<file path="src/hw/rtl/cls_pkg.sv">
// ----------------------------------------------------------------------------
// cls_pkg: shared types and constants of the processor load selector.
// Holds field widths, the mode codes, the controller states, the command and
// status bundles between controller and datapath, and saturating counters.
// ----------------------------------------------------------------------------
`default_nettype none

package cls_pkg;

  // Field widths of the words on the stream ports.
  localparam int MODE_W    = 3;
  localparam int CPU_IDX_W = 6;
  localparam int TICK_W    = 24;
  localparam int LOAD_W    = 7;
  localparam int CNT_W     = 7;
  localparam int GEN_W     = 16;
  localparam int CFG_W     = 7;

  localparam int IN_DATA_W  = 56;
  localparam int OUT_DATA_W = 48;

  // Load arithmetic: numerator busy*100, denominator busy+idle+1.
  localparam int NUM_W = TICK_W + LOAD_W;
  localparam int DEN_W = TICK_W + 1;
  localparam int DIV_SHIFT = LOAD_W - 1;
  localparam int DIV_CNT_W = 3;
  localparam logic [LOAD_W-1:0] LOAD_SCALE = 7'd100;

  localparam logic [CNT_W-1:0] CNT_MAX = 7'd127;

  typedef enum logic [MODE_W-1:0] {
    MODE_SET_ONLINE = 3'd0,
    MODE_UPDATE_LOAD = 3'd1,
    MODE_QUERY = 3'd2,
    MODE_SELECT = 3'd3,
    MODE_BARRIER = 3'd4
  } mode_t;

  typedef enum logic [2:0] {
    ST_IDLE,
    ST_DECODE,
    ST_MUL,
    ST_DIV,
    ST_READ,
    ST_SCAN,
    ST_FINISH
  } state_t;

  typedef struct packed {
    logic load_in;
    logic scan_init;
    logic mul;
    logic div_step;
    logic scan_step;
    logic commit;
  } cmd_t;

  typedef struct packed {
    mode_t mode;
    logic  index_ok;
    logic  div_last;
    logic  scan_done;
  } sts_t;

  function automatic logic [CNT_W-1:0] sat_inc(input logic [CNT_W-1:0] v);
    return (v < CNT_MAX) ? v + CNT_W'(1) : CNT_MAX;
  endfunction

  function automatic logic [CNT_W-1:0] sat_dec(input logic [CNT_W-1:0] v);
    return (v != '0) ? v - CNT_W'(1) : '0;
  endfunction

endpackage

`default_nettype wire

</file>
<file path="src/hw/rtl/cls_ram.sv">
// ----------------------------------------------------------------------------
// cls_ram: generic single-write, single-read RAM.
// One write port and one read port; read data is registered.
// ----------------------------------------------------------------------------
`default_nettype none

module cls_ram #(
  parameter int WIDTH = 8,
  parameter int DEPTH = 8
) (
  input  wire logic                     clk,
  input  wire logic                     we,
  input  wire logic [$clog2(DEPTH)-1:0] waddr,
  input  wire logic [WIDTH-1:0]         wdata,
  input  wire logic [$clog2(DEPTH)-1:0] raddr,
  output logic      [WIDTH-1:0]         rdata
);

  logic [WIDTH-1:0] mem_r [DEPTH];
  logic [WIDTH-1:0] rdata_r;

  always_ff @(posedge clk) begin
    if (we) begin
      mem_r[waddr] <= wdata;
    end
    rdata_r <= mem_r[raddr];
  end

  assign rdata = rdata_r;

endmodule

`default_nettype wire

</file>
<file path="src/hw/rtl/cls_dp.sv">
// ----------------------------------------------------------------------------
// cls_dp: datapath of the processor load selector.
// Holds the input word, the online flags, the load table, the counters, a
// restoring divider, the selection scan and the result register.
// ----------------------------------------------------------------------------
`default_nettype none

module cls_dp #(
  parameter int MAX_CPUS = 8
) (
  input  wire logic                             clk,
  input  wire logic                             rst_n,
  input  wire cls_pkg::cmd_t                    cmd,
  output cls_pkg::sts_t                         sts,
  input  wire logic [cls_pkg::IN_DATA_W-1:0]    in_tdata,
  input  wire logic [cls_pkg::MODE_W-1:0]       in_tuser,
  input  wire logic                             cfg_we,
  input  wire logic [cls_pkg::CFG_W-1:0]        cfg_wdata,
  output logic      [cls_pkg::OUT_DATA_W-1:0]   out_tdata
);

  localparam int AW = $clog2(MAX_CPUS);
  localparam int CW = $clog2(MAX_CPUS + 1);

  // Input word.
  cls_pkg::mode_t                   mode_r;
  logic [cls_pkg::CPU_IDX_W-1:0]    idx_r;
  logic                             flag_r;
  logic [cls_pkg::TICK_W-1:0]       busy_r;
  logic [cls_pkg::TICK_W-1:0]       idle_r;

  // Block state.
  logic [MAX_CPUS-1:0]              online_r;
  logic [MAX_CPUS-1:0]              load_vld_r;
  logic [cls_pkg::CNT_W-1:0]        online_cnt_r;
  logic [cls_pkg::CNT_W-1:0]        active_cnt_r;
  logic [cls_pkg::CNT_W-1:0]        arr_cnt_r;
  logic [cls_pkg::GEN_W-1:0]        gen_r;
  logic [cls_pkg::CFG_W-1:0]        cfg_n_r;

  // Divider.
  logic [cls_pkg::NUM_W-1:0]        rem_r;
  logic [cls_pkg::NUM_W-1:0]        den_sh_r;
  logic [cls_pkg::LOAD_W-1:0]       quo_r;
  logic [cls_pkg::DIV_CNT_W-1:0]    div_cnt_r;
  logic [cls_pkg::NUM_W:0]          div_diff;

  // Scan.
  logic [CW-1:0]                    scan_idx_r;
  logic [CW-1:0]                    scan_n;
  logic                             scan_issue;
  logic                             cmp_act_r;
  logic [AW-1:0]                    cmp_idx_r;
  logic                             found_r;
  logic [AW-1:0]                    best_r;
  logic [cls_pkg::LOAD_W-1:0]       best_load_r;

  // Load table read path.
  logic [AW-1:0]                    aidx;
  logic [AW-1:0]                    ram_raddr;
  logic [cls_pkg::LOAD_W-1:0]       ram_rdata;
  logic                             rvld_r;
  logic [cls_pkg::LOAD_W-1:0]       ent_load;

  // Commit values.
  logic                             ok;
  logic                             flag_chg;
  logic [cls_pkg::CNT_W-1:0]        online_cnt_nxt;
  logic [cls_pkg::CNT_W-1:0]        active_cnt_nxt;
  logic [cls_pkg::CNT_W-1:0]        arr_inc;
  logic                             rel;
  logic [cls_pkg::CNT_W-1:0]        arr_cnt_nxt;
  logic [cls_pkg::GEN_W-1:0]        gen_nxt;
  logic                             r_online;
  logic [cls_pkg::LOAD_W-1:0]       r_load;
  logic [cls_pkg::CPU_IDX_W-1:0]    r_sel;
  logic [cls_pkg::OUT_DATA_W-1:0]   out_data_r;
  logic                             ram_we;

  assign ok   = ({1'b0, idx_r} < (cls_pkg::CPU_IDX_W + 1)'(MAX_CPUS));
  assign aidx = idx_r[AW-1:0];

  always_ff @(posedge clk) begin
    if (cmd.load_in) begin
      mode_r <= cls_pkg::mode_t'(in_tuser);
      idx_r  <= in_tdata[5:0];
      flag_r <= in_tdata[6];
      busy_r <= in_tdata[30:7];
      idle_r <= in_tdata[54:31];
    end
  end

  always_ff @(posedge clk) begin
    if (!rst_n) begin
      cfg_n_r <= cls_pkg::CFG_W'(1);
    end else if (cfg_we) begin
      cfg_n_r <= cfg_wdata;
    end
  end

  // Restoring division: the quotient is below 100, so seven steps suffice.
  assign div_diff = {1'b0, rem_r} - {1'b0, den_sh_r};

  always_ff @(posedge clk) begin
    if (cmd.mul) begin
      rem_r     <= cls_pkg::NUM_W'(busy_r) * cls_pkg::NUM_W'(cls_pkg::LOAD_SCALE);
      den_sh_r  <= {cls_pkg::DEN_W'(busy_r) + cls_pkg::DEN_W'(idle_r) + cls_pkg::DEN_W'(1),
                    cls_pkg::DIV_SHIFT'(0)};
      quo_r     <= '0;
      div_cnt_r <= cls_pkg::DIV_CNT_W'(cls_pkg::DIV_SHIFT);
    end else if (cmd.div_step) begin
      if (!div_diff[cls_pkg::NUM_W]) begin
        rem_r <= div_diff[cls_pkg::NUM_W-1:0];
      end
      quo_r     <= {quo_r[cls_pkg::LOAD_W-2:0], ~div_diff[cls_pkg::NUM_W]};
      den_sh_r  <= den_sh_r >> 1;
      div_cnt_r <= div_cnt_r - cls_pkg::DIV_CNT_W'(1);
    end
  end

  // Load table: entries never written read as zero through the valid bits.
  assign ram_raddr = (mode_r == cls_pkg::MODE_SELECT) ? scan_idx_r[AW-1:0] : aidx;
  assign ram_we    = cmd.commit && (mode_r == cls_pkg::MODE_UPDATE_LOAD) && ok;

  cls_ram #(
    .WIDTH(cls_pkg::LOAD_W),
    .DEPTH(MAX_CPUS)
  ) u_load_ram (
    .clk  (clk),
    .we   (ram_we),
    .waddr(aidx),
    .wdata(quo_r),
    .raddr(ram_raddr),
    .rdata(ram_rdata)
  );

  always_ff @(posedge clk) begin
    rvld_r <= load_vld_r[ram_raddr];
  end

  assign ent_load = rvld_r ? ram_rdata : '0;

  // Selection scan: one table entry issued and one compared per cycle.
  assign scan_n     = (cfg_n_r >= cls_pkg::CFG_W'(MAX_CPUS)) ? CW'(MAX_CPUS) : cfg_n_r[CW-1:0];
  assign scan_issue = (scan_idx_r < scan_n);

  always_ff @(posedge clk) begin
    if (cmd.scan_init) begin
      scan_idx_r  <= '0;
      cmp_act_r   <= 1'b0;
      found_r     <= 1'b0;
      best_r      <= '0;
      best_load_r <= '0;
    end else if (cmd.scan_step) begin
      if (scan_issue) begin
        scan_idx_r <= scan_idx_r + CW'(1);
      end
      cmp_act_r <= scan_issue;
      cmp_idx_r <= scan_idx_r[AW-1:0];
      if (cmp_act_r && online_r[cmp_idx_r] && (!found_r || ent_load < best_load_r)) begin
        best_r      <= cmp_idx_r;
        best_load_r <= ent_load;
        found_r     <= 1'b1;
      end
    end
  end

  // State updates at commit.
  assign flag_chg = (mode_r == cls_pkg::MODE_SET_ONLINE) && ok && (online_r[aidx] != flag_r);

  always_comb begin
    online_cnt_nxt = online_cnt_r;
    active_cnt_nxt = active_cnt_r;
    if (flag_chg) begin
      if (flag_r) begin
        online_cnt_nxt = cls_pkg::sat_inc(online_cnt_r);
        active_cnt_nxt = cls_pkg::sat_inc(active_cnt_r);
      end else begin
        online_cnt_nxt = cls_pkg::sat_dec(online_cnt_r);
        active_cnt_nxt = cls_pkg::sat_dec(active_cnt_r);
      end
    end
  end

  assign arr_inc     = cls_pkg::sat_inc(arr_cnt_r);
  assign rel         = (mode_r == cls_pkg::MODE_BARRIER) && (arr_inc >= active_cnt_r);
  assign arr_cnt_nxt = (mode_r != cls_pkg::MODE_BARRIER) ? arr_cnt_r :
                       (rel ? '0 : arr_inc);
  assign gen_nxt     = rel ? gen_r + cls_pkg::GEN_W'(1) : gen_r;

  assign r_online = (mode_r == cls_pkg::MODE_QUERY) && ok && online_r[aidx];

  always_comb begin
    r_load = '0;
    if (ok && (mode_r == cls_pkg::MODE_UPDATE_LOAD)) begin
      r_load = quo_r;
    end else if (ok && (mode_r == cls_pkg::MODE_QUERY)) begin
      r_load = ent_load;
    end
  end

  assign r_sel = (mode_r == cls_pkg::MODE_SELECT) ? cls_pkg::CPU_IDX_W'(best_r) : '0;

  always_ff @(posedge clk) begin
    if (!rst_n) begin
      online_r     <= MAX_CPUS'(1);
      load_vld_r   <= '0;
      online_cnt_r <= cls_pkg::CNT_W'(1);
      active_cnt_r <= cls_pkg::CNT_W'(1);
      arr_cnt_r    <= '0;
      gen_r        <= '0;
    end else if (cmd.commit) begin
      if (flag_chg) begin
        online_r[aidx] <= flag_r;
      end
      if (ram_we) begin
        load_vld_r[aidx] <= 1'b1;
      end
      online_cnt_r <= online_cnt_nxt;
      active_cnt_r <= active_cnt_nxt;
      arr_cnt_r    <= arr_cnt_nxt;
      gen_r        <= gen_nxt;
    end
  end

  always_ff @(posedge clk) begin
    if (cmd.commit) begin
      out_data_r <= {2'b00, active_cnt_nxt, online_cnt_nxt, gen_nxt, rel,
                     r_sel, r_load, r_online, ok};
    end
  end

  assign out_tdata = out_data_r;

  assign sts.mode      = mode_r;
  assign sts.index_ok  = ok;
  assign sts.div_last  = (div_cnt_r == '0);
  assign sts.scan_done = !scan_issue && !cmp_act_r;

endmodule

`default_nettype wire

</file>
<file path="src/hw/rtl/cls_ctrl.sv">
// ----------------------------------------------------------------------------
// cls_ctrl: controller of the processor load selector.
// Sequences one word through decode, divide, read or scan and commit, and
// owns the handshake of both stream channels.
// ----------------------------------------------------------------------------
`default_nettype none

module cls_ctrl (
  input  wire logic          clk,
  input  wire logic          rst_n,
  input  wire logic          in_tvalid,
  output logic               in_tready,
  output logic               out_tvalid,
  input  wire logic          out_tready,
  input  wire cls_pkg::sts_t sts,
  output cls_pkg::cmd_t      cmd
);

  cls_pkg::state_t state_r;
  cls_pkg::state_t state_nxt;
  logic            out_valid_r;
  logic            out_free;

  assign out_free = !out_valid_r || out_tready;

  always_comb begin
    state_nxt = state_r;
    unique case (state_r)
      cls_pkg::ST_IDLE: begin
        if (in_tvalid) begin
          state_nxt = cls_pkg::ST_DECODE;
        end
      end
      cls_pkg::ST_DECODE: begin
        unique case (sts.mode)
          cls_pkg::MODE_UPDATE_LOAD: begin
            state_nxt = sts.index_ok ? cls_pkg::ST_MUL : cls_pkg::ST_FINISH;
          end
          cls_pkg::MODE_QUERY:  state_nxt = cls_pkg::ST_READ;
          cls_pkg::MODE_SELECT: state_nxt = cls_pkg::ST_SCAN;
          default:              state_nxt = cls_pkg::ST_FINISH;
        endcase
      end
      cls_pkg::ST_MUL:  state_nxt = cls_pkg::ST_DIV;
      cls_pkg::ST_DIV: begin
        if (sts.div_last) begin
          state_nxt = cls_pkg::ST_FINISH;
        end
      end
      cls_pkg::ST_READ: state_nxt = cls_pkg::ST_FINISH;
      cls_pkg::ST_SCAN: begin
        if (sts.scan_done) begin
          state_nxt = cls_pkg::ST_FINISH;
        end
      end
      cls_pkg::ST_FINISH: begin
        if (out_free) begin
          state_nxt = cls_pkg::ST_IDLE;
        end
      end
      default: state_nxt = cls_pkg::ST_IDLE;
    endcase
  end

  always_comb begin
    cmd       = '0;
    in_tready = 1'b0;
    unique case (state_r)
      cls_pkg::ST_IDLE: begin
        in_tready   = 1'b1;
        cmd.load_in = in_tvalid;
      end
      cls_pkg::ST_DECODE: cmd.scan_init = (sts.mode == cls_pkg::MODE_SELECT);
      cls_pkg::ST_MUL:    cmd.mul = 1'b1;
      cls_pkg::ST_DIV:    cmd.div_step = 1'b1;
      cls_pkg::ST_SCAN:   cmd.scan_step = 1'b1;
      cls_pkg::ST_FINISH: cmd.commit = out_free;
      default:            cmd = '0;
    endcase
  end

  always_ff @(posedge clk) begin
    if (!rst_n) begin
      state_r     <= cls_pkg::ST_IDLE;
      out_valid_r <= 1'b0;
    end else begin
      state_r <= state_nxt;
      if (cmd.commit) begin
        out_valid_r <= 1'b1;
      end else if (out_tready) begin
        out_valid_r <= 1'b0;
      end
    end
  end

  assign out_tvalid = out_valid_r;

endmodule

`default_nettype wire

</file>
<file path="src/hw/rtl/cpu_online_load_selector.sv">
// ----------------------------------------------------------------------------
// cpu_online_load_selector: processor online table, load table and barrier.
// Keeps an online flag and a load percentage per processor, the online and
// active counts, and an arrival barrier with a generation count.
// ----------------------------------------------------------------------------
// Usage. Each input word carries a mode in in_tuser and its operands in
// in_tdata; every word yields exactly one result word on the out_ channel.
// Mode 0 sets a processor online or offline, mode 1 computes and stores a
// load percentage, mode 2 reads a processor's flag and load, mode 3 picks the
// least loaded online processor and mode 4 is one barrier arrival.
// The block works on one word at a time. From acceptance to commit, a word
// passes only through decode in modes 0 and 4, in unused modes and in mode 1
// with an index out of range, through one table read in mode 2, through a
// multiply and seven restoring division steps in mode 1 and through a scan
// of n entries in mode 3, where n is cpus_in_use clamped to MAX_CPUS: the
// scan reads one table entry per cycle. The result word is valid the cycle
// after commit, and in_tready rises in that same cycle, so the next word may
// be accepted in that cycle while the result is still waiting.
// If the receiver stalls, the result stays in the output register and a
// following word finishes its work and then waits until that register frees.
// Synchronous reset marks processor 0 online and all others offline, clears
// the loads, sets both counts to one and cpus_in_use to one. cfg_we writes
// cpus_in_use and is meant to be used only while the block is idle.
// ----------------------------------------------------------------------------
`default_nettype none

module cpu_online_load_selector #(
  parameter int MAX_CPUS = 8
) (
  input  wire logic                           clk,
  input  wire logic                           rst_n,
  // Input words.
  input  wire logic                           in_tvalid,
  output logic                                in_tready,
  // cpu_index [5:0], online_flag [6], busy_count [30:7], idle_count [54:31],
  // zero pad [55].
  input  wire logic [cls_pkg::IN_DATA_W-1:0]  in_tdata,
  // mode [2:0].
  input  wire logic [cls_pkg::MODE_W-1:0]     in_tuser,
  // Result words.
  output logic                                out_tvalid,
  input  wire logic                           out_tready,
  // index_ok [0], cpu_online [1], cpu_load [8:2], selected_cpu [14:9],
  // barrier_released [15], barrier_generation [31:16], online_total [38:32],
  // active_total [45:39], zero pad [47:46].
  output logic      [cls_pkg::OUT_DATA_W-1:0] out_tdata,
  // Configuration: cpus_in_use.
  input  wire logic                           cfg_we,
  input  wire logic [cls_pkg::CFG_W-1:0]      cfg_wdata
);

  cls_pkg::cmd_t cmd;
  cls_pkg::sts_t sts;

  // The controller owns both handshakes and sequences the datapath.
  cls_ctrl u_ctrl (
    .clk       (clk),
    .rst_n     (rst_n),
    .in_tvalid (in_tvalid),
    .in_tready (in_tready),
    .out_tvalid(out_tvalid),
    .out_tready(out_tready),
    .sts       (sts),
    .cmd       (cmd)
  );

  // The datapath holds all tables, counters, the divider and the result.
  cls_dp #(
    .MAX_CPUS(MAX_CPUS)
  ) u_dp (
    .clk      (clk),
    .rst_n    (rst_n),
    .cmd      (cmd),
    .sts      (sts),
    .in_tdata (in_tdata),
    .in_tuser (in_tuser),
    .cfg_we   (cfg_we),
    .cfg_wdata(cfg_wdata),
    .out_tdata(out_tdata)
  );

endmodule

`default_nettype wire

</file>
<file path="config.mk">
export PLATFORM = sky130hd
export DESIGN_NAME = cpu_online_load_selector
export DESIGN_NICKNAME = d
export VERILOG_FILES = /design/src/hw/rtl/cls_pkg.sv /design/src/hw/rtl/cls_ram.sv /design/src/hw/rtl/cls_dp.sv /design/src/hw/rtl/cls_ctrl.sv /design/src/hw/rtl/cpu_online_load_selector.sv
export SDC_FILE = /design/constraint.sdc
export NUM_CORES = 1
export LEC_CHECK = 0
export BUFFER_PORTS_ARGS = -buffer_cell sky130_fd_sc_hd__buf_2
export CAP_MARGIN = 20
export CORE_MARGIN = 2
export CORE_UTILIZATION = 45
export CTS_CLUSTER_DIAMETER = 80
export CTS_CLUSTER_SIZE = 12
export DETAILED_ROUTE_END_ITERATION = 8
export HOLD_SLACK_MARGIN = 0.08
export PLACE_DENSITY = 0.61
export SKIP_LAST_GASP = 1
export SYNTH_ARGS = -nofsm -noshare
export SYNTH_HDL_FRONTEND = slang
export SYNTH_SLANG_ARGS = --single-unit
</file>
<file path="constraint.sdc">
create_clock -name clk -period 5.31 [get_ports clk]
set_clock_uncertainty 0.15 [all_clocks]
set_input_delay 0.7965 -clock clk [delete_from_list [all_inputs] [get_ports clk]]
set_output_delay 0.7965 -clock clk [all_outputs]
set_load 0.02 [all_outputs]
</file>
# [Word-level counts from Yosys, hierarchy flattened]
# Memory sizes are Yosys's and may differ from the RTL's. A register that Yosys moved wholly into a read port is not among the register bits.
# Cells that the tools add are included.
[word_totals] out_inout_bits=50 register_bits=260 word_cells=157 ramBits=56 memories=1
[memory_table] memory="u_dp.u_load_ram.mem_r" words=8 word_bits=7 rd=1 rd_clocked_by_memory_dff=1 wr=1 line="cls_ram.sv:19" rtl="logic [WIDTH-1:0] mem_r [DEPTH];"
[op_classes] mux=48 n_lt_le_gt_ge=12 n_bitwise=4 multipliers=1 eq_ne=17 addsub=11 n_reduce_logical=34
[ops] op="31-bit 2-to-1 mux" n=5
[ops] op="7-bit 2-to-1 mux" n=13
[ops] op="31-bit by 31-bit subtractor with 32-bit output" n=1
[ops] op="24-bit by 5-bit multiplier with 29-bit output, second input constant" n=1
[ops] op="24-bit by 24-bit adder with 25-bit output" n=1
[ops] op="25-bit by 1-bit adder with 25-bit output, second input constant" n=1
[ops] op="7-bit by 1-bit adder with 7-bit output, second input constant" n=3
[ops] op="7-bit < comparator, second input constant" n=3
[ops] op="3-bit case mux with 7 select lines" n=1
[ops] op="3-bit 2-to-1 mux" n=6
[ops] op="16-bit by 1-bit adder with 16-bit output, second input constant" n=1
[ops] op="16-bit 2-to-1 mux" n=1
[ops] op="2-bit AND reduction" n=8
[ops] op="1-bit 2-to-1 mux" n=15
[ops] op="7-bit nonzero test" n=2
[ops] op="7-bit by 1-bit subtractor with 7-bit output, second input constant" n=2
[ops] op="3-bit by 2-bit equality test with 1-bit output, second input constant" n=4
[ops] op="3-bit equality test, second input constant" n=4
[ops] op="1-bit logical AND" n=12
[ops] op="3-bit by 4-bit < comparator with 1-bit output, second input constant" n=3
[ops] op="1-bit binary-select mux with 3-bit select" n=3
[ops] op="3-bit logical NOT" n=3
[ops] op="3-bit case mux with 3 select lines" n=1
[ops] op="8-bit bitwise mux" n=1
[ops] op="21 further kinds" n=32

# [Depth between registers and ports, before layout]
# Gate-level depths: netlist of run 1.
[logic_depth] depth_word=7 depth_mapped=16 mapped_depth_nobuf=15

# [Cells and area by module]
# From an unflattened synthesis of run 1, not the netlist that was laid out.
[hier_totals] cells_unflattened=1811 hier_area_um2=18794.3
[by_module_without_submodules] module="cls_dp" instances=1 area_per_inst_um2=16104.2 cells_each=1671
[by_module_without_submodules] module="cls_ram" instances=1 area_per_inst_um2=2366.0 cells_each=101
[by_module_without_submodules] module="cls_ctrl" instances=1 area_per_inst_um2=324.1 cells_each=39

# [Least setup slack after synthesis of run 1]
# No wires, ideal clock.
[synth_timing] path_kind="register to register" start="register u_dp.busy_r[6] in the netlist's numbering" end="register u_dp.rem_r[30] in the netlist's numbering (data pin)" setup_ps=275 stages_incl_launch_ff=16 t_arrival_ps=3575 path_buffers=0 setup_slack_ps=1310 synth_period_minus_slack_ps=4000 cell_sequence="edfxtp_1 ha_1 ha_1 inv_1 fa_1 inv_1 ha_1 o21ai_0 a21oi_1 a31oi_1 a2111o_1 o211ai_1 a21oi_1 o21ai_0 mux2i_1 o221ai_1"
[synth_via] elab_chain_len=2
[synth_rtl] item="start: declaration" line="cls_dp.sv:29" rtl="logic [cls_pkg::TICK_W-1:0] busy_r;"
[synth_rtl] item="start signal: assignment" line="cls_dp.sv:88" rtl="busy_r <= in_tdata[30:7];"
[synth_rtl] item="24-bit by 5-bit multiplier with 29-bit output" line="cls_dp.sv:106" rtl="rem_r <= cls_pkg::NUM_W'(busy_r) * cls_pkg::NUM_W'(cls_pkg::LOAD_SCALE);"
[synth_rtl] item="31-bit 2-to-1 mux" line="cls_dp.sv:105" rtl="if (cmd.mul) begin"
[synth_rtl] item="end signal: assignment" line="cls_dp.sv:106"
[synth_rtl] item="end signal: assignment" line="cls_dp.sv:113" rtl="rem_r <= div_diff[cls_pkg::NUM_W-1:0];"
[synth_rtl] item="end: declaration" line="cls_dp.sv:42" rtl="logic [cls_pkg::NUM_W-1:0] rem_r;"
# No other way between the ends.
# A chain may end at the register's enable or synchronous reset.

# [Worst setup path after layout of run 1]
# Ends and elaborated chain as after synthesis.

==> results.ini, run 1 <==
[drt]
dr.pass1.iters = 5
drtIter0Drc = 609
via_per_inst = 5.339
drt_wl_total_um = 38850
routedWlPerCell_um = 16.10
vias = 12880
drc = 0
ant_nets = 0

[power]
p_int_uw = 6610
pwr-share-seq = 0.309
switchingPower_uw = 4437
power_density_nw_per_um2 = 537.0
p_comb_frac = 0.502
p_leak_uw = 0.008469
swShare = 0.4016
ir_worst_vdd_mv = 0.3797
p_clk_frac = 0.189

[finish]
fin_area_um2 = 20570
syn_to_final_growth_pct = 10.92
final_common_cell = edfxtp_1
nets = 2103
layout-drive-gt1-share = 0.1314
nFillCells = 3722
layout_common_cells = 214 x edfxtp_1, 165 x inv_1, 156 x ha_1, 140 x nor2_1, 138 x nand2_1

[timing]
hold_violations = 0
max_slew.worst_pin.slew_ps = 956.1
fmax_mhz = 223.5
tns_ps = 0
hold_ws_ps = 222.6
setup_violations = 0
min_period_over_period = 0.8426
fin_crit_ps = 4474
grt_setup_unrepaired = false
drv_slew = 0
worst_slack_ps = 835.5
relSlewSlack = 0.3556

[logic_synthesis]
seq_area_frac_synth = 0.4609
synth_edf_count = 214
netlist_area_um2 = 18550
ys.flop_type = edfxtp_1
yosys_register_bits = 320
synth.distinct_cells = 91
syn_avg_cell_area_um2 = 10.58
syn_inst = 1753
yosys.area.top_type = edfxtp_1
ys_warn_count = 0
synth_area_leaders = edfxtp_1 35%, dfxtp_1 11%, ha_1 11%
ys_async_sr_fraction = 0
synth_top_cell_area_share = 0.3465

[die]
core.rowCount = 74
start_util = 0.4553
core_region_area_um2 = 40740
io_pins = 121
die_h_um = 207.0
die_x_um = 207.0
dieArea_um2 = 42860

[placement]
port_buffers = 114
dpl_cell_area_um2 = 19600
gp_congestion = 0.8318
dpl.hpwl_um = 28380
preCtsSetupSlack_ps = 808.0

[global_routing]
antenna_found_initial = 1
grt_first_pass_wirelength_um = 64170
grt_pass1_vias = 12750
overflow = 0
grtUsageTotal = 0.1808
grt_max_degree = 45

[cts]
ctsResizeCount = 0
clock_latency_ps = 590
cts_setup_buffers = 0
clock_path_buffers = 3
cts.clk_slew.worst_paths_ps = 70
cts_buffers = 31
clock_sinks = 320
cts_root_buffer = clkbuf_16
htree_levels = 1
cts_tree = done
holdBufCountCts = 0

[setup_path]
arrival_ps = 4620
start_kind = register
crit_required_ps = 5460
crit_fanout = 5
crit_type = reg2reg
cp-end-kind = register

[status]
outcome = completed

[min_path]
min_path_type = in2reg

[flow_run]
maxCapViolations = 0

[final cells by class]
cell class	count	area (um^2)	area share
Inverter	167	626.9	0.03047
Multi-Input combinational cell	1197	9045	0.4397
Tap cell	532	665.6	0.03236
Antenna cell	1	2.502	0.0001216
Timing Repair Buffer	138	748.2	0.03637
Sequential cell	320	8548	0.4155
Clock inverter	4	62.56	0.003041
Clock buffer	54	872.1	0.04239
[path summary, 6_finish.rpt]
| path | start | to | slack (ps) | cells after the start |
|---|---|---|---|---|
| min | in_tdata[17] | u_dp.busy_r[10]$_DFFE_PP_ | 220 | 1 |
| max | u_dp.busy_r[6]$_DFFE_PP_ | u_dp.rem_r[30]$_DFFE_PP_ | 840 | 15 |
| min reg2reg | u_dp.best_load_r[0]$_SDFFE_PP0P_ | u_dp.best_load_r[0]$_SDFFE_PP0P_ | 310 | 2 |
| max reg2reg | u_dp.busy_r[6]$_DFFE_PP_ | u_dp.rem_r[30]$_DFFE_PP_ | 840 | 15 |
[per-stage QoR]
step / std cells / util / power (uW)
after floorplan: 1757 / - / 7762
after global placement: 2349 / 0.4811 / 8889
after detailed placement: 2349 / 0.4811 / 8979
after CTS: 2407 / 0.5040 / 11150
after global routing: 2413 / 0.5049 / 11980
final: 2413 / 0.5049 / 11050
[cells by family (layout without fill, tap and decap cells)]
group                    Yosys count  after routing  synth area share
multiplexers                      69             69           0.05066
other                              1              6         0.0002022
buffers and inverters            240            363           0.05249
AO/OA/AOI/OAI                    385            385            0.1439
adder cells (fa/ha/maj)          177            177            0.1279
AND/OR/NAND/NOR                  466            466            0.1191
flip-flops                       320            320            0.4609
XOR/XNOR                          95             95           0.04486
[state kept, by name, summed over array words and instances (netlist names), 8 cells and up]
register and cells:
u_dp.busy_r 24, u_dp.idle_r 24, u_dp.gen_r 16, u_dp.online_r 8, u_dp.rem_r 31, u_dp.out_tdata 43
u_dp.u_load_ram.mem_r 56, u_dp.load_vld_r 8, u_dp.den_sh_r 31
[layer usage]
layer  vias to the layer above  wire (um)  track usage
li1                       6533          -            -
met1                      6098      17570       0.2360
met2                       212      19170       0.3187
met3                        41       1448      0.02502
met4                         0        657      0.04089
met5                         -          0            0
[power groups by stage]
| stage | logic [uW] | clock network, uW | registers (uW) |
|---|---|---|---|
| 2_1_floorplan | 4390 | 0 | 3370 |
| 3_3_place_gp | 5440 | 0 | 3450 |
| 3_5_place_dp | 5510 | 0 | 3470 |
| 4_1_cts | 5570 | 2160 | 3410 |
| 5_1_grt | 6260 | 2260 | 3460 |
| 6_report | 5550 | 2090 | 3410 |
[cell usage after synthesis, types with 18 or more instances]
cell type	number
clkbuf_1	42
nand2b_1	22
xnor2_1	52
o22ai_1	28
a21oi_1	96
xor2_1	43
a211oi_1	22
inv_1	166
a21o_1	50
mux2i_1	34
nor2_1	140
o21ai_0	57
and3_1	19
fa_1	21
nand2_1	138
dfxtp_1	106
ha_1	156
mux4_2	18
nor3_1	39
edfxtp_1	214
nand3_1	38
[worst max-delay path, cell delays in order (launching register included)]
cell and delay, ps:
edfxtp_1 500, ha_1 340, ha_1 280, inv_1 50, fa_1 490, inv_1 40, ha_1 320, o21ai_0 100
a21oi_1 330, a31oi_1 210, a2111o_1 460, o211ai_1 210, a21oi_1 140, o21ai_0 240, mux2i_1 210, o221ai_1 110
Power figures use the tool's default switching activity.
==> run 2: changes to the inputs <==
==> constraint.sdc (replaced) <==
create_clock -name clk -period 4.7 [get_ports clk]
set_clock_uncertainty 0.15 [all_clocks]
set_input_delay 0.705 -clock clk [delete_from_list [all_inputs] [get_ports clk]]
set_output_delay 0.705 -clock clk [all_outputs]
set_load 0.02 [all_outputs]
==> run 2 against run 1 <==
- global-route usage shrank 0.056 points
- first-iteration DRC count increased by 7.9%
- total power increased by 12%
==> results.ini, run 2 (synthesis gave the netlist of run 1 again) <==
[cts]
cts.clk_slew.worst_paths_ps = 60  ; about the same
clock_path_buffers = 3  ; unchanged
cts_tree = done
cts_buffers = 30  ; -3.2%
clock_sinks = 320  ; unchanged
cts_root_buffer = clkbuf_16
htree_levels = 1  ; unchanged
clock_latency_ps = 590  ; about the same
holdBufCountCts = 0  ; unchanged

[timing]
grt_setup_unrepaired = false
hold_violations = 0  ; unchanged
relSlewSlack = 0.3111  ; -0.04449
drv_slew = 0  ; unchanged
max_slew.worst_pin.slew_ps = 1033  ; +77.19 ps
fmax_mhz = 225.0  ; +0.70%
setup_violations = 0  ; unchanged
min_period_over_period = 0.9454  ; +0.1028
tns_ps = 0  ; unchanged
worst_slack_ps = 256.5  ; -579.1 ps
fin_crit_ps = 4444  ; -30.95 ps

[drt]
drtIter0Drc = 657  ; +7.9%
via_per_inst = 5.363  ; +0.44%
ant_nets = 0  ; unchanged
vias = 12940  ; +0.44%
drt_wl_total_um = 39070  ; +0.56%
drc = 0  ; unchanged
routedWlPerCell_um = 16.19  ; +0.56%
dr.pass1.iters = 5  ; unchanged

[finish]
final_common_cell = edfxtp_1
nFillCells = 3769  ; +1.3%
antennaDiodeCount = 0  ; -1
fin_area_um2 = 20540  ; -0.14%
final_util = 0.5042  ; -0.0007070
fin_cells = 2413  ; unchanged
syn_to_final_growth_pct = 10.76
layout-drive-gt1-share = 0.1318  ; +0.0004618
nets = 2106  ; +0.14%
largest_reg_flops = 56  ; unchanged
layout_common_cells = 214 x edfxtp_1, 165 x inv_1, 156 x ha_1, 140 x nor2_1, 138 x nand2_1
top_register = u_dp.u_load_ram.mem_r

[die]
start_util = 0.4553  ; unchanged
io_pins = 121  ; unchanged
core_region_area_um2 = 40740  ; unchanged
core.rowCount = 74  ; unchanged
die_h_um = 207.0  ; unchanged
die_x_um = 207.0  ; unchanged
dieArea_um2 = 42860  ; unchanged

[setup_path]
crit_buf_inv = 2  ; unchanged
start_kind = register
cp-end-kind = register
slowest_stage = fa_1
crit_top_cell = ha_1
arrival_ps = 4610  ; about the same
slowest_delay_ps = 490  ; about the same
crit_fanout = 4  ; -1
crit_chain = ha_1 -> ha_1 -> inv_1 -> fa_1 -> inv_1 -> ha_1 -> nand2_1 -> o211ai_1 -> a31oi_1 -> a2111o_1 -> o211ai_1 -> a21oi_1 -> o21ai_0 -> mux2i_1 -> o221ai_1
crit_type = reg2reg
crit_required_ps = 4860  ; -600 ps
crit_family = compound AO/OA/AOI/OAI gates

[status]
outcome = completed

[placement]
dpl.hpwl_um = 28800  ; +1.5%
port_buffers = 114  ; unchanged
preCtsSetupSlack_ps = 230.7  ; -577.3 ps
dpl.cell_count = 2356  ; +0.30%
dpl_cell_area_um2 = 19650  ; +0.27%
gp_congestion = 0.8283  ; -0.42%

[flow_run]
maxCapViolations = 0  ; unchanged

[power]
p_leak_uw = 0.008460  ; -0.11%
power_density_nw_per_um2 = 602.7  ; +12%
ir_worst_vdd_mv = 0.3888  ; +2.4%

[global_routing]
grtUsageTotal = 0.1803  ; -0.0005615
antenna_found_initial = 0  ; -1
overflow = 0  ; unchanged
grt_pass1_vias = 12890  ; +1.1%
grt_max_degree = 39  ; -13%
grt_first_pass_wirelength_um = 64360  ; +0.29%

[min_path]
min_path_type = in2reg

run 2: per-stage QoR:
step / hold slack, ps / power (uW)
after global routing: 111.8 / 13420
final: 143.4 / 12380
after floorplan: 280.9 / 8769
after global placement: 288.9 / 10050
after CTS: 112.6 / 12480
after detailed placement: 299.8 / 10170
run 2: area by class of cell:
class / instances / area, um^2 / share of cell area
repair buffers: 142 / 780.7 / 0.03801
clock buffers: 53 / 837.1 / 0.04075
multi-input cells: 1197 / 9049 / 0.4405
flip-flops and latches: 320 / 8548 / 0.4161
clock inverters: 2 / 35.03 / 0.001705
well taps: 532 / 665.6 / 0.03240
inverters: 167 / 626.9 / 0.03052
run 2: worst paths after layout:
kind | from | end | slack, ps | cells past startpoint
worst max-delay path | u_dp.busy_r[4]$_DFFE_PP_ | u_dp.rem_r[30]$_DFFE_PP_ | 260 | 15
worst min-delay path | in_tdata[12] | u_dp.busy_r[5]$_DFFE_PP_ | 140 | 1
worst max register to register | u_dp.busy_r[4]$_DFFE_PP_ | u_dp.rem_r[30]$_DFFE_PP_ | 260 | 15
worst min register to register | u_dp.den_sh_r[0]$_SDFFE_PP0P_ | u_dp.den_sh_r[0]$_SDFFE_PP0P_ | 310 | 2
run 2: layer usage:
metal	part of all wire	GRT usage	vias up
li1	-	-	6532
met1	0.45	0.2327	6142
met2	0.49	0.3206	218
met3	0.032	0.02350	49
met4	0.021	0.04261	0
met5	0	0.002225	-
run 2: repair_timing:
action / in CTS / in global routing
gates resized for setup: 0 / 1
setup endpoints to repair: 0 / 1
setup buffers: 0 / 0
run 2: power by group:
group | switching [uW] | leakage [uW] | internal [uW]
clock network | 1030 | 0.000412 | 1200
registers | 276 | 0.00282 | 3570
logic | 3690 | 0.00523 | 2610
